## src/design/chs_pkg.sv

```systemverilog
// shared constants, operation codes and control structs of the chained hash set
// no dependencies; imported by every module of the block
`default_nettype none

package chs_pkg;

    localparam int BUCKETS_DEF = 1021;
    localparam int ENTRIES_DEF = 4096;

    localparam int KEY_W  = 64;
    localparam int KIND_W = 2;

    // key bits folded into the remainder per cycle
    localparam int MOD_STEP_BITS = 8;

    localparam logic [KIND_W-1:0] KIND_CLEAR  = 2'd0;
    localparam logic [KIND_W-1:0] KIND_FIND   = 2'd1;
    localparam logic [KIND_W-1:0] KIND_INSERT = 2'd2;

    function automatic int addr_bits(input int depth);
        return (depth > 1) ? $clog2(depth) : 1;
    endfunction

    typedef struct packed {
        logic clr_start;
        logic clr_step;
        logic mod_start;
        logic head_rd;
        logic ent_rd_head;
        logic link_rd;
        logic insert;
    } t_cmd;

    typedef struct packed {
        logic mod_done;
        logic head_valid;
        logic key_match;
        logic link_valid;
        logic full;
        logic sweep_last;
    } t_status;

endpackage

`default_nettype wire

```

## src/design/chs_ctrl.sv

```systemverilog
// controller: sequences clear sweep, remainder, head read and chain walk
// uses chs_pkg; drives chs_dp through t_cmd and reads t_status
`default_nettype none

module chs_ctrl
    import chs_pkg::*;
(
    input  wire logic              i_clk,
    input  wire logic              i_rst_n,
    input  wire logic              i_start,
    input  wire logic [KIND_W-1:0] i_kind,
    input  wire t_status           i_status,
    output t_cmd                   o_cmd,
    output logic                   o_busy,
    output logic                   o_valid,
    output logic                   o_present,
    output logic                   o_full_res
);

    typedef enum logic [2:0] {
        S_CLR,
        S_IDLE,
        S_MOD,
        S_HCHK,
        S_ECHK
    } t_state;

    t_state r_state;
    logic   r_reply;
    logic   r_ins;
    logic   r_valid;
    logic   r_present;
    logic   r_full;
    logic   accept;
    logic   absent;

    assign accept = i_start && (r_state == S_IDLE);

    // chain walk ends without a match
    always_comb begin
        absent = 1'b0;
        unique case (r_state)
            S_HCHK:  absent = !i_status.head_valid;
            S_ECHK:  absent = !i_status.key_match && !i_status.link_valid;
            default: absent = 1'b0;
        endcase
    end

    always_comb begin
        o_cmd = '0;
        unique case (r_state)
            S_IDLE: begin
                o_cmd.clr_start = accept && (i_kind == KIND_CLEAR);
                o_cmd.mod_start = accept && (i_kind == KIND_FIND || i_kind == KIND_INSERT);
            end
            S_CLR:  o_cmd.clr_step = 1'b1;
            S_MOD:  o_cmd.head_rd = i_status.mod_done;
            S_HCHK: o_cmd.ent_rd_head = i_status.head_valid;
            S_ECHK: o_cmd.link_rd = !i_status.key_match && i_status.link_valid;
            default: o_cmd = '0;
        endcase
        o_cmd.insert = absent && r_ins && !i_status.full;
    end

    always_ff @(posedge i_clk) begin
        if (!i_rst_n) begin
            r_state   <= S_CLR;
            r_reply   <= 1'b0;
            r_ins     <= 1'b0;
            r_valid   <= 1'b0;
            r_present <= 1'b0;
            r_full    <= 1'b0;
        end else begin
            r_valid   <= 1'b0;
            r_present <= 1'b0;
            r_full    <= 1'b0;
            unique case (r_state)
                S_IDLE: begin
                    if (i_start) begin
                        r_ins <= (i_kind == KIND_INSERT);
                        unique case (i_kind)
                            KIND_CLEAR: begin
                                r_reply <= 1'b1;
                                r_state <= S_CLR;
                            end
                            KIND_FIND, KIND_INSERT: r_state <= S_MOD;
                            default: r_valid <= 1'b1;
                        endcase
                    end
                end
                S_CLR: begin
                    if (i_status.sweep_last) begin
                        r_state <= S_IDLE;
                        r_valid <= r_reply;
                        r_reply <= 1'b0;
                    end
                end
                S_MOD: begin
                    if (i_status.mod_done) begin
                        r_state <= S_HCHK;
                    end
                end
                S_HCHK, S_ECHK: begin
                    if (absent) begin
                        r_state <= S_IDLE;
                        r_valid <= 1'b1;
                        r_full  <= r_ins && i_status.full;
                    end else if (r_state == S_HCHK) begin
                        r_state <= S_ECHK;
                    end else if (i_status.key_match) begin
                        r_state   <= S_IDLE;
                        r_valid   <= 1'b1;
                        r_present <= 1'b1;
                    end
                end
                default: r_state <= S_IDLE;
            endcase
        end
    end

    assign o_busy     = (r_state != S_IDLE);
    assign o_valid    = r_valid;
    assign o_present  = r_present;
    assign o_full_res = r_full;

    a_result_when_idle: assert property (@(posedge i_clk) disable iff (!i_rst_n)
        r_valid |-> r_state == S_IDLE)
        else $error("result strobe while an operation is in flight");

    a_lookup_starts_mod: assert property (@(posedge i_clk) disable iff (!i_rst_n)
        (accept && (i_kind == KIND_FIND || i_kind == KIND_INSERT)) |=> r_state == S_MOD)
        else $error("find or insert did not start the remainder");

    a_full_not_present: assert property (@(posedge i_clk) disable iff (!i_rst_n)
        r_valid |-> !(r_full && r_present))
        else $error("result flags both present and full");

    a_insert_only_for_insert: assert property (@(posedge i_clk) disable iff (!i_rst_n)
        o_cmd.insert |-> r_ins && (r_state == S_HCHK || r_state == S_ECHK))
        else $error("store written outside an insert");

endmodule

`default_nettype wire

```

## config.mk

```make
export PLATFORM = sky130hd
export DESIGN_NAME = chs_ctrl
export DESIGN_NICKNAME = d
export VERILOG_FILES = /design/src/design/chs_pkg.sv /design/src/design/chs_ctrl.sv
export SDC_FILE = /design/constraint.sdc
export NUM_CORES = 1
export LEC_CHECK = 0
export BUFFER_PORTS_ARGS = -buffer_cell sky130_fd_sc_hd__buf_2
export CAP_MARGIN = 10
export CORE_AREA = 2 2 39 41
export DETAILED_ROUTE_END_ITERATION = 10
export DIE_AREA = 0 0 41 43
export PLACE_DENSITY = 0.73
export SYNTH_ARGS = -nofsm -noshare
export SYNTH_HDL_FRONTEND = slang
export SYNTH_SLANG_ARGS = --single-unit
```

## constraint.sdc

```tcl
create_clock -name i_clk -period 3.21 [get_ports i_clk]
set_clock_uncertainty 0.2 [all_clocks]
set_input_delay 0.963 -clock i_clk [delete_from_list [all_inputs] [get_ports i_clk]]
set_output_delay 0.963 -clock i_clk [all_outputs]
set_load 0.02 [all_outputs]
```

==> results of run 1 <==
==> layout by cell type (no fill, tap or decap) <==
master / instances
o211ai_1: 1
and3_1: 1
inv_1: 2
clkbuf_4: 3
nor4bb_1: 1
mux2_2: 2
o21ai_0: 3
nand2b_1: 1
mux2i_1: 1
and2_1: 1
ha_1: 3
dfxtp_1: 8
a21oi_1: 1
nand3_1: 3
or3b_4: 1
nor2_1: 5
nand2_1: 8
nor3_1: 5
buf_2: 21
nor2b_1: 3
o211a_1: 2
nor3b_4: 1
o31ai_1: 1
nor3b_1: 1
nor4b_1: 1
and2_0: 1
or3_1: 1
and4b_1: 1
==> power breakdown <==
part           internal (mW)  switching, mW  leakage, nW  total [mW]
logic                 0.0195         0.0234        0.259      0.0429
registers              0.102        0.00660       0.0649       0.109
clock network         0.0428         0.0338       0.0138      0.0766
==> stage by stage <==
step / instance area [µm²] / hold WS, ns
final: 646 / 0.296
after global routing: 646 / 0.347
after CTS: 646 / 0.304
after detailed placement: 623 / 0.291
after global placement: 623 / 0.282
after floorplan: 519 / 0.266
==> metal layers <==
metal / track usage, % / vias to the layer above / share of wire, %
met5: 0 / - / 0
li1: - / 261 / -
met3: 3.14 / 2 / 6.2
met1: 23.2 / 212 / 48
met2: 19.7 / 16 / 44
met4: 12.0 / 0 / 1.3
==> cell usage after synthesis <==
master and instances:
ha_1 3, nor2_1 5, nor3_1 5, mux2_2 2
nor4bb_1 1, or3_1 1, nor4b_1 1, nand2b_1 1
nor2b_1 3, buf_1 1, nor3b_4 1, and2_0 1
mux2i_1 1, buf_2 2, o21ai_0 3, nand3_1 3
o31ai_1 1, dfxtp_1 8, or3b_4 1, inv_1 2
nor3b_1 1, a21oi_1 1, and4b_1 1, o211a_1 2
and2_1 1, nand2_1 8, o211ai_1 1, buf_4 1
and3_1 1
==> cell families after synthesis <==
logic type	Yosys count	synth area share [%]
and+or+nand+nor	35	39.5
AOI/OAI and AO/OA	8	10.6
DFF	8	30.8
buffers and inverters	6	5.54
muxes	3	6.26
adders and majority gates	3	7.23
==> flip-flops by register name, indices dropped and copies added (netlist names) <==
signal,flops
r_ins,1
r_reply,1
o_valid,1
o_full_res,1
o_present,1
r_state,3
==> area by class of cell <==
class | count | area, µm² | area share, %
clock buffer | 3 | 22.5 | 3.49
inverter | 2 | 7.51 | 1.16
multi-input combinational | 49 | 330 | 51.2
sequential | 8 | 160 | 24.8
tap | 16 | 20.0 | 3.10
timing repair buffer | 21 | 105 | 16.3
==> worst paths after layout <==
kind | slack [ns] | to | start | depth (start not counted)
worst max-delay path | 0.24 | o_cmd[4] | i_kind[0] | 6
worst min-delay path | 0.30 | o_full_res | r_ins | 2
worst max register to register | 1.53 | r_state[2] | r_state[2] | 3
worst min register to register | 0.30 | o_full_res | r_ins | 2
==> critical path: stages <==
cell and delay, ns:
buf_2 0.09, inv_1 0.05, ha_1 0.28, nand3_1 0.09
nor3_1 0.14, buf_2 0.19
==> impl_metrics.env, run 1 <==
export IMPL_syn_cell_area_um2=519
export IMPL_cts_resized=0
export IMPL_drtAntennaViolNets=0
export IMPL_synth_cell_type_count=29
export IMPL_synth_top_area_share_pct=30.8
export IMPL_rsz0062_at_grt="no"
export IMPL_die_h_um=43
export IMPL_max_cap_violations=0
export IMPL_slew_violations=0
export IMPL_hold_viol=0
export IMPL_globalRouteOverflowTotal=0
export IMPL_placed_cells=96
export IMPL_end_kind="primary output"
export IMPL_yosysTopAreaCell="dfxtp_1"
export IMPL_track_usage_pct=16.0
export IMPL_path_clk_slew_ns=0.05
export IMPL_setup_viol=0
export IMPL_cts_tree="built"
export IMPL_p_per_area_nw_per_um2=354
export IMPL_synthesis_nets=77
export IMPL_port_buffers=21
export IMPL_fin_crit_ns=2.97
export IMPL_layout_drive_gt1_share_pct=33.7
export IMPL_cts_setup_buffers=0
export IMPL_finalCritPeriodShare_pct=92.4
export IMPL_min_path_type="reg2reg"
export IMPL_vias=491
export IMPL_grt_pass1_wl_mm=1.90
export IMPL_die_x_um=41
export IMPL_seq_area_frac_synth_pct=30.8
export IMPL_finalNonFillerCells=99
export IMPL_area_growth_pct=24.3
export IMPL_critPathMaxFanout=2
export IMPL_start_util_pct=37.5
export IMPL_cts_max_level=1
export IMPL_root_buffer="clkbuf_4"
export IMPL_drt_iter0_markers=10
export IMPL_place_gp_congestion=0.743
export IMPL_cp_required_ns=2.05
export IMPL_fin_util_pct=46.7
export IMPL_total_power_mw=0.228
export IMPL_critPathArrivalTime_ns=1.80
export IMPL_critPathLaunchType="input port"
export IMPL_worst_pin_slew_ns=0.449
export IMPL_grt_pass1_vias=436
export IMPL_synth_area_top_cells="dfxtp_1 31%, ha_1 7.2%, nand2_1 5.8%"
export IMPL_fillCellCount=163
export IMPL_wl_per_cell_um=11.1
export IMPL_post_drt_via_cell_ratio=4.96
export IMPL_cts_num_sinks=8
export IMPL_place_ws_ns=0.234
export IMPL_critical_path_class="in2out"
export IMPL_leakagePower_nw=0.338
export IMPL_post_dp_hpwl_um=817
export IMPL_drc_errors=0
export IMPL_routed_wl_mm=1.10
export IMPL_cts_hold_buf=0
export IMPL_ys_warn_count=0
export IMPL_cts_buffer_depth=2
export IMPL_setup_slack_ns=0.244
export IMPL_nets=99
export IMPL_fmax_ghz=0.337
export IMPL_drt_pass1_iter_count=4
export IMPL_worstSkewPairLatency_ns=0.25
export IMPL_synth_area_per_cell_um2=8.24
export IMPL_slew_headroom_pct=70.0
export IMPL_setup_tns_ns=0
export IMPL_status="complete, no violations"
export IMPL_synth_seq_cells=8
export IMPL_syn_inst=63
export IMPL_fp_row_count=14
export IMPL_die_area_um2=1760
export IMPL_io_pins=22
export IMPL_numCtsBuffers=3
export IMPL_antenna_found_initial=0
export IMPL_grt_max_degree=15
export IMPL_diodes=0
export IMPL_vdd_drop_max_uv=150
export IMPL_core_um2=1380
Note: power is estimated with default switching activity, not from simulation.
==> run 2: changes to the inputs <==
--- a/config.mk
+++ b/config.mk
@@ -8,9 +8,12 @@
 export BUFFER_PORTS_ARGS = -buffer_cell sky130_fd_sc_hd__buf_2
 export CAP_MARGIN = 10
 export CORE_AREA = 2 2 39 41
+export CTS_CLUSTER_DIAMETER = 100
 export DETAILED_ROUTE_END_ITERATION = 10
 export DIE_AREA = 0 0 41 43
 export PLACE_DENSITY = 0.73
+export RECOVER_POWER = 50
+export SETUP_SLACK_MARGIN = 0.05
 export SYNTH_ARGS = -nofsm -noshare
 export SYNTH_HDL_FRONTEND = slang
 export SYNTH_SLANG_ARGS = --single-unit
==> run 2 against run 1 <==
Compared with the run above:
- combinational power decreased by 3%
- sequential power barely moved
- wire length about the same
- final area decreased by 2.7%
- via count is 2.6% higher
- flip-flop and latch count did not move
- worst hold slack about the same
- utilization decreased by 1.3 points
- register-to-register slack lost 0.14 ns
- global-route usage unchanged
==> impl_metrics.env, run 2 (synthesis gave the netlist of run 1 again) <==
export IMPL_fmax_ghz=0.334
export IMPL_grt_pass1_wl_mm=1.90
export IMPL_fp_row_count=14
export IMPL_min_path_type="reg2reg"
export IMPL_cts_max_level=1
export IMPL_die_x_um=41
export IMPL_cts_num_sinks=8
export IMPL_track_usage_pct=16.0
export IMPL_setup_tns_ns=0
export IMPL_antenna_found_initial=0
export IMPL_finalCritPeriodShare_pct=93.2
export IMPL_cts_buffer_depth=2
export IMPL_worstSkewPairLatency_ns=0.25
export IMPL_r2r_end="r_state[2]"
export IMPL_timing_rr_start="r_state[2]"
export IMPL_area_growth_pct=21.0
export IMPL_die_area_um2=1760
export IMPL_critPathArrivalTime_ns=1.83
export IMPL_fin_crit_ns=2.99
export IMPL_grt_max_degree=15
export IMPL_final_cell_mix="16 x buf_2, 8 x nand2_1, 8 x dfxtp_1"
export IMPL_drt_iter0_markers=7
export IMPL_ff2ff_path_depth=3
export IMPL_grt_pass1_vias=436
export IMPL_pwr_share_seq_pct=48.1
export IMPL_cts_tree="built"
export IMPL_start_util_pct=37.5
export IMPL_io_pins=22
export IMPL_post_dp_hpwl_um=817
export IMPL_drc_errors=0
export IMPL_slew_violations=0
export IMPL_setup_viol=0
export IMPL_routed_wl_mm=1.10
export IMPL_drtAntennaViolNets=0
export IMPL_core_um2=1380
export IMPL_nets=99
export IMPL_hold_viol=0
export IMPL_critical_path_class="reg2out"
export IMPL_leakagePower_nw=0.312
export IMPL_post_drt_via_cell_ratio=5.09
export IMPL_switching_share_pct=27.7
export IMPL_cts_setup_buffers=0
export IMPL_path_clk_slew_ns=0.05
export IMPL_layout_drive_gt1_share_pct=26.5
export IMPL_vdd_drop_max_uv=149
export IMPL_slew_headroom_pct=70.2
export IMPL_whs_ns=0.297
export IMPL_worst_pin_slew_ns=0.447
export IMPL_root_buffer="clkbuf_4"
export IMPL_wl_per_cell_um=11.1
export IMPL_cp_startpoint="r_state[2]"
export IMPL_comb_power_share_pct=18.4
export IMPL_max_cap_violations=0
export IMPL_drt_pass1_iter_count=4
export IMPL_place_gp_congestion=0.743
export IMPL_cts_resized=0
export IMPL_diodes=0
export IMPL_rsz0062_at_grt="no"
export IMPL_numCtsBuffers=3
export IMPL_port_buffers=21
export IMPL_status="complete, no violations"
export IMPL_die_h_um=43
export IMPL_largest_register="r_state"
export IMPL_rrSetupSlack_ns=1.39
export IMPL_crit_path_end="o_cmd[1]"
export IMPL_end_kind="primary output"
export IMPL_fin_util_pct=45.4
export IMPL_cp_required_ns=2.05
export IMPL_globalRouteOverflowTotal=0
export IMPL_critPathLaunchType="register"
export IMPL_cts_hold_buf=0
export IMPL_switchingPower_mw=0.0628
export IMPL_clockPowerShare_pct=33.6
export IMPL_critPathMaxFanout=12
export IMPL_vias=504
export IMPL_final_common_cell="buf_2"
export IMPL_p_per_area_nw_per_um2=361
export IMPL_p_int_mw=0.164
export IMPL_largest_reg_flops=3
[run 2: changes by cell type in the layout (fill, tap and decap cells not counted)]
| cell | previous run | this run |
|---|---|---|
| nor3b_1 | 1 | 2 |
| buf_2 | 21 | 16 |
| and2_1 | 1 | 0 |
| and2_0 | 1 | 2 |
| nor3b_4 | 1 | 0 |
| clkbuf_1 | 0 | 5 |
[run 2: metrics by stage]
| step | cell area, µm² | setup WS, ns | power (mW) | std cells |
|---|---|---|---|---|
| global route | 628 | 0.0772 | 0.247 | 99 |
| detailed placement | 623 | 0.234 | 0.154 | 96 |
| CTS | 646 | 0.226 | 0.232 | 99 |
| floorplan | 519 | 0.228 | 0.139 | 63 |
| global placement | 623 | 0.261 | 0.153 | 96 |
| finish | 628 | 0.217 | 0.226 | 99 |
[run 2: worst min path at each step]
stage	startpoint	endpoint	slack [ns]	cells after the start
after CTS	r_reply	r_reply	0.30	1
after floorplan	r_ins	o_full_res	0.27	2
after detailed placement	r_reply	r_reply	0.29	1
after global placement	r_reply	r_reply	0.28	1
after global routing	r_reply	r_reply	0.35	1
final	r_ins	o_full_res	0.30	2
[run 2: layer usage]
metal | up-vias | track usage (%) | routed length, µm
met5 | - | 0 | 0
met1 | 220 | 23.2 | 498
li1 | 260 | - | -
met3 | 2 | 3.14 | 89
met2 | 22 | 19.7 | 497
met4 | 0 | 12.0 | 14
[run 2: area by class of cell]
type	count	area [µm²]
clock buffers	3	22.5
fillers	167	756
inverters	2	7.51
multi-input cells	49	319
flip-flops and latches	8	160
well taps	16	20.0
repair buffers	21	98.8
[run 2: worst max-delay path, cell delays in order, from the launching register on]
cell	delay [ns]
dfxtp_1	0.55
or3b_4	0.45
nor3b_1	0.34
buf_2	0.24
[run 2: power groups by stage]
stage / clock network, mW / registers, mW / logic, mW
floorplan: 0 / 0.106 / 0.0323
global placement: 0 / 0.111 / 0.0425
detailed placement: 0 / 0.111 / 0.0429
CTS: 0.0795 / 0.109 / 0.0432
global route: 0.0896 / 0.109 / 0.0483
finish: 0.0760 / 0.109 / 0.0416
==> run 3: changes to the inputs <==
--- a/config.mk
+++ b/config.mk
@@ -8,12 +8,14 @@
 export BUFFER_PORTS_ARGS = -buffer_cell sky130_fd_sc_hd__buf_2
 export CAP_MARGIN = 10
 export CORE_AREA = 2 2 39 41
+export CTS_BUF_LIST = sky130_fd_sc_hd__clkbuf_8
 export CTS_CLUSTER_DIAMETER = 100
 export DETAILED_ROUTE_END_ITERATION = 10
 export DIE_AREA = 0 0 41 43
 export PLACE_DENSITY = 0.73
 export RECOVER_POWER = 50
 export SETUP_SLACK_MARGIN = 0.05
+export SLEW_MARGIN = 20
 export SYNTH_ARGS = -nofsm -noshare
 export SYNTH_HDL_FRONTEND = slang
 export SYNTH_SLANG_ARGS = --single-unit
==> run 3 against run 2 <==
Compared with the run above:
- final cell count unchanged
- clock power increased by 57%
- combinational power about the same
- first-iteration DRC count grew 29%
- final area increased by 2.6%
- sequential power about the same
- worst hold slack improved by 0.0051 ns
- utilization grew 1.2 points
- critical path depth is 3 higher
- highest routed layer unchanged
==> impl_metrics.env, run 3 (synthesis gave the netlist of run 1 again) <==
export IMPL_cts_buffer_depth=2
export IMPL_cts_max_level=1
export IMPL_fp_row_count=14
export IMPL_fmax_ghz=0.334
export IMPL_track_usage_pct=16.4
export IMPL_multi_input_area_um2=317
export IMPL_drtAntennaViolNets=0
export IMPL_drc_errors=0
export IMPL_setup_viol=0
export IMPL_post_dp_hpwl_um=817
export IMPL_hold_depth=2
export IMPL_nets=99
export IMPL_top_layer_used="met4"
export IMPL_rsz0062_at_grt="no"
export IMPL_path_clk_slew_ns=0.04
export IMPL_die_h_um=43
export IMPL_met2_length_um=499
export IMPL_slew_headroom_pct=71.3
export IMPL_vdd_drop_max_uv=180
export IMPL_critPathArrivalTime_ns=1.83
export IMPL_cts_resized=0
export IMPL_critPathLaunchType="input port"
export IMPL_slew_violations=0
export IMPL_cts_tree="built"
export IMPL_cts_num_sinks=8
export IMPL_finalNonFillerCells=99
export IMPL_hold_start="r_ins"
export IMPL_critical_path_class="in2out"
export IMPL_cp_required_ns=2.05
export IMPL_setup_tns_ns=0
export IMPL_wl_met3_um=72
export IMPL_core_um2=1380
export IMPL_numCtsBuffers=3
export IMPL_drt_iter0_markers=9
export IMPL_fin_crit_ns=2.99
export IMPL_timing_rr_start="r_state[2]"
export IMPL_final_common_cell="buf_2"
export IMPL_wl_per_cell_um=11.5
export IMPL_p_per_area_nw_per_um2=420
export IMPL_cts_setup_buffers=0
export IMPL_largest_register="r_state"
export IMPL_die_area_um2=1760
export IMPL_area_growth_pct=24.1
export IMPL_cts_hold_buf=0
export IMPL_diodes=0
export IMPL_worst_pin_slew_ns=0.430
export IMPL_r2r_end="r_state[2]"
export IMPL_grt_pass1_wl_mm=1.93
export IMPL_start_util_pct=37.5
export IMPL_finalCritPeriodShare_pct=93.2
export IMPL_vias=511
export IMPL_max_cap_violations=0
export IMPL_regArea_um2=160
export IMPL_critPathMaxFanout=2
export IMPL_root_buffer="clkbuf_8"
export IMPL_grt_max_degree=15
export IMPL_rrSetupSlack_ns=1.39
export IMPL_grt_pass1_vias=453
export IMPL_hold_viol=0
export IMPL_ff2ff_path_depth=3
export IMPL_layout_drive_gt1_share_pct=25.3
export IMPL_io_pins=22
export IMPL_drt_pass1_iter_count=2
export IMPL_met1_length_um=540
export IMPL_worstSkewPairLatency_ns=0.22
export IMPL_placed_cells=96
export IMPL_port_buffers=21
export IMPL_end_kind="primary output"
export IMPL_largest_reg_flops=3
export IMPL_fillCellCount=170
export IMPL_final_cell_mix="16 x buf_2, 8 x nand2_1, 8 x dfxtp_1"
export IMPL_globalRouteOverflowTotal=0
export IMPL_place_gp_congestion=0.743
export IMPL_status="complete, no violations"
export IMPL_antenna_found_initial=0
export IMPL_leakagePower_nw=0.317
export IMPL_holdPathEnd="o_full_res"
export IMPL_die_x_um=41
export IMPL_post_drt_via_cell_ratio=5.16
export IMPL_min_path_type="reg2reg"
export IMPL_routed_wl_mm=1.14
[run 3: cell counts in the layout (fill, tap and decap cells not counted)]
Identical to the previous run, type by type.
[run 3: worst max-delay path: stages]
cell and delay (ns):
clkbuf_1 0.10, inv_1 0.06, ha_1 0.29, nand3_1 0.09
nor3_1 0.14, buf_2 0.19
[run 3: worst max path at each step]
| stage | start | end | slack (ns) | cells past startpoint |
|---|---|---|---|---|
| 2_1_floorplan | i_kind[0] | o_cmd[4] | 0.23 | 4 |
| 3_3_place_gp | i_kind[0] | o_cmd[4] | 0.26 | 6 |
| 3_5_place_dp | i_kind[0] | o_cmd[4] | 0.23 | 6 |
| 4_1_cts | i_kind[0] | o_cmd[4] | 0.23 | 6 |
| 5_1_grt | i_kind[0] | o_cmd[4] | 0.08 | 6 |
| 6_report | i_kind[0] | o_cmd[4] | 0.22 | 6 |
[run 3: per-stage QoR]
step           power, mW  utilization, %  cell area [µm²]  setup slack [ns]  hold slack (ns)
2_1_floorplan      0.139               -              519             0.228            0.266
3_3_place_gp       0.153            45.0              623             0.261            0.282
5_1_grt            0.288            46.6              644            0.0769            0.342
3_5_place_dp       0.154            45.0              623             0.234            0.291
4_1_cts            0.275            48.0              664             0.226            0.301
6_report           0.270            46.6              644             0.218            0.302
[run 3: area by class of cell]
type                       instances  area share [%]
clock buffer                       3            6.41
inverter                           2            1.17
multi-input combinational         49            49.1
sequential                         8            24.9
tap                               16            3.11
timing repair buffer              21            15.3
[run 3: layer usage]
| metal | up-vias | GRT usage [%] |
|---|---|---|
| li1 | 260 | - |
| met1 | 231 | 21.9 |
| met2 | 16 | 21.3 |
| met3 | 4 | 4.71 |
| met4 | 0 | 12.0 |
| met5 | - | 0 |
[run 3: power breakdown]
part | switching (mW) | leakage [nW] | total (mW) | internal [mW]
clock | 0.0381 | 0.0216 | 0.119 | 0.0811
sequential | 0.00663 | 0.0649 | 0.109 | 0.103
combinational | 0.0230 | 0.231 | 0.0417 | 0.0187
total | 0.0678 | 0.317 | 0.270 | 0.203
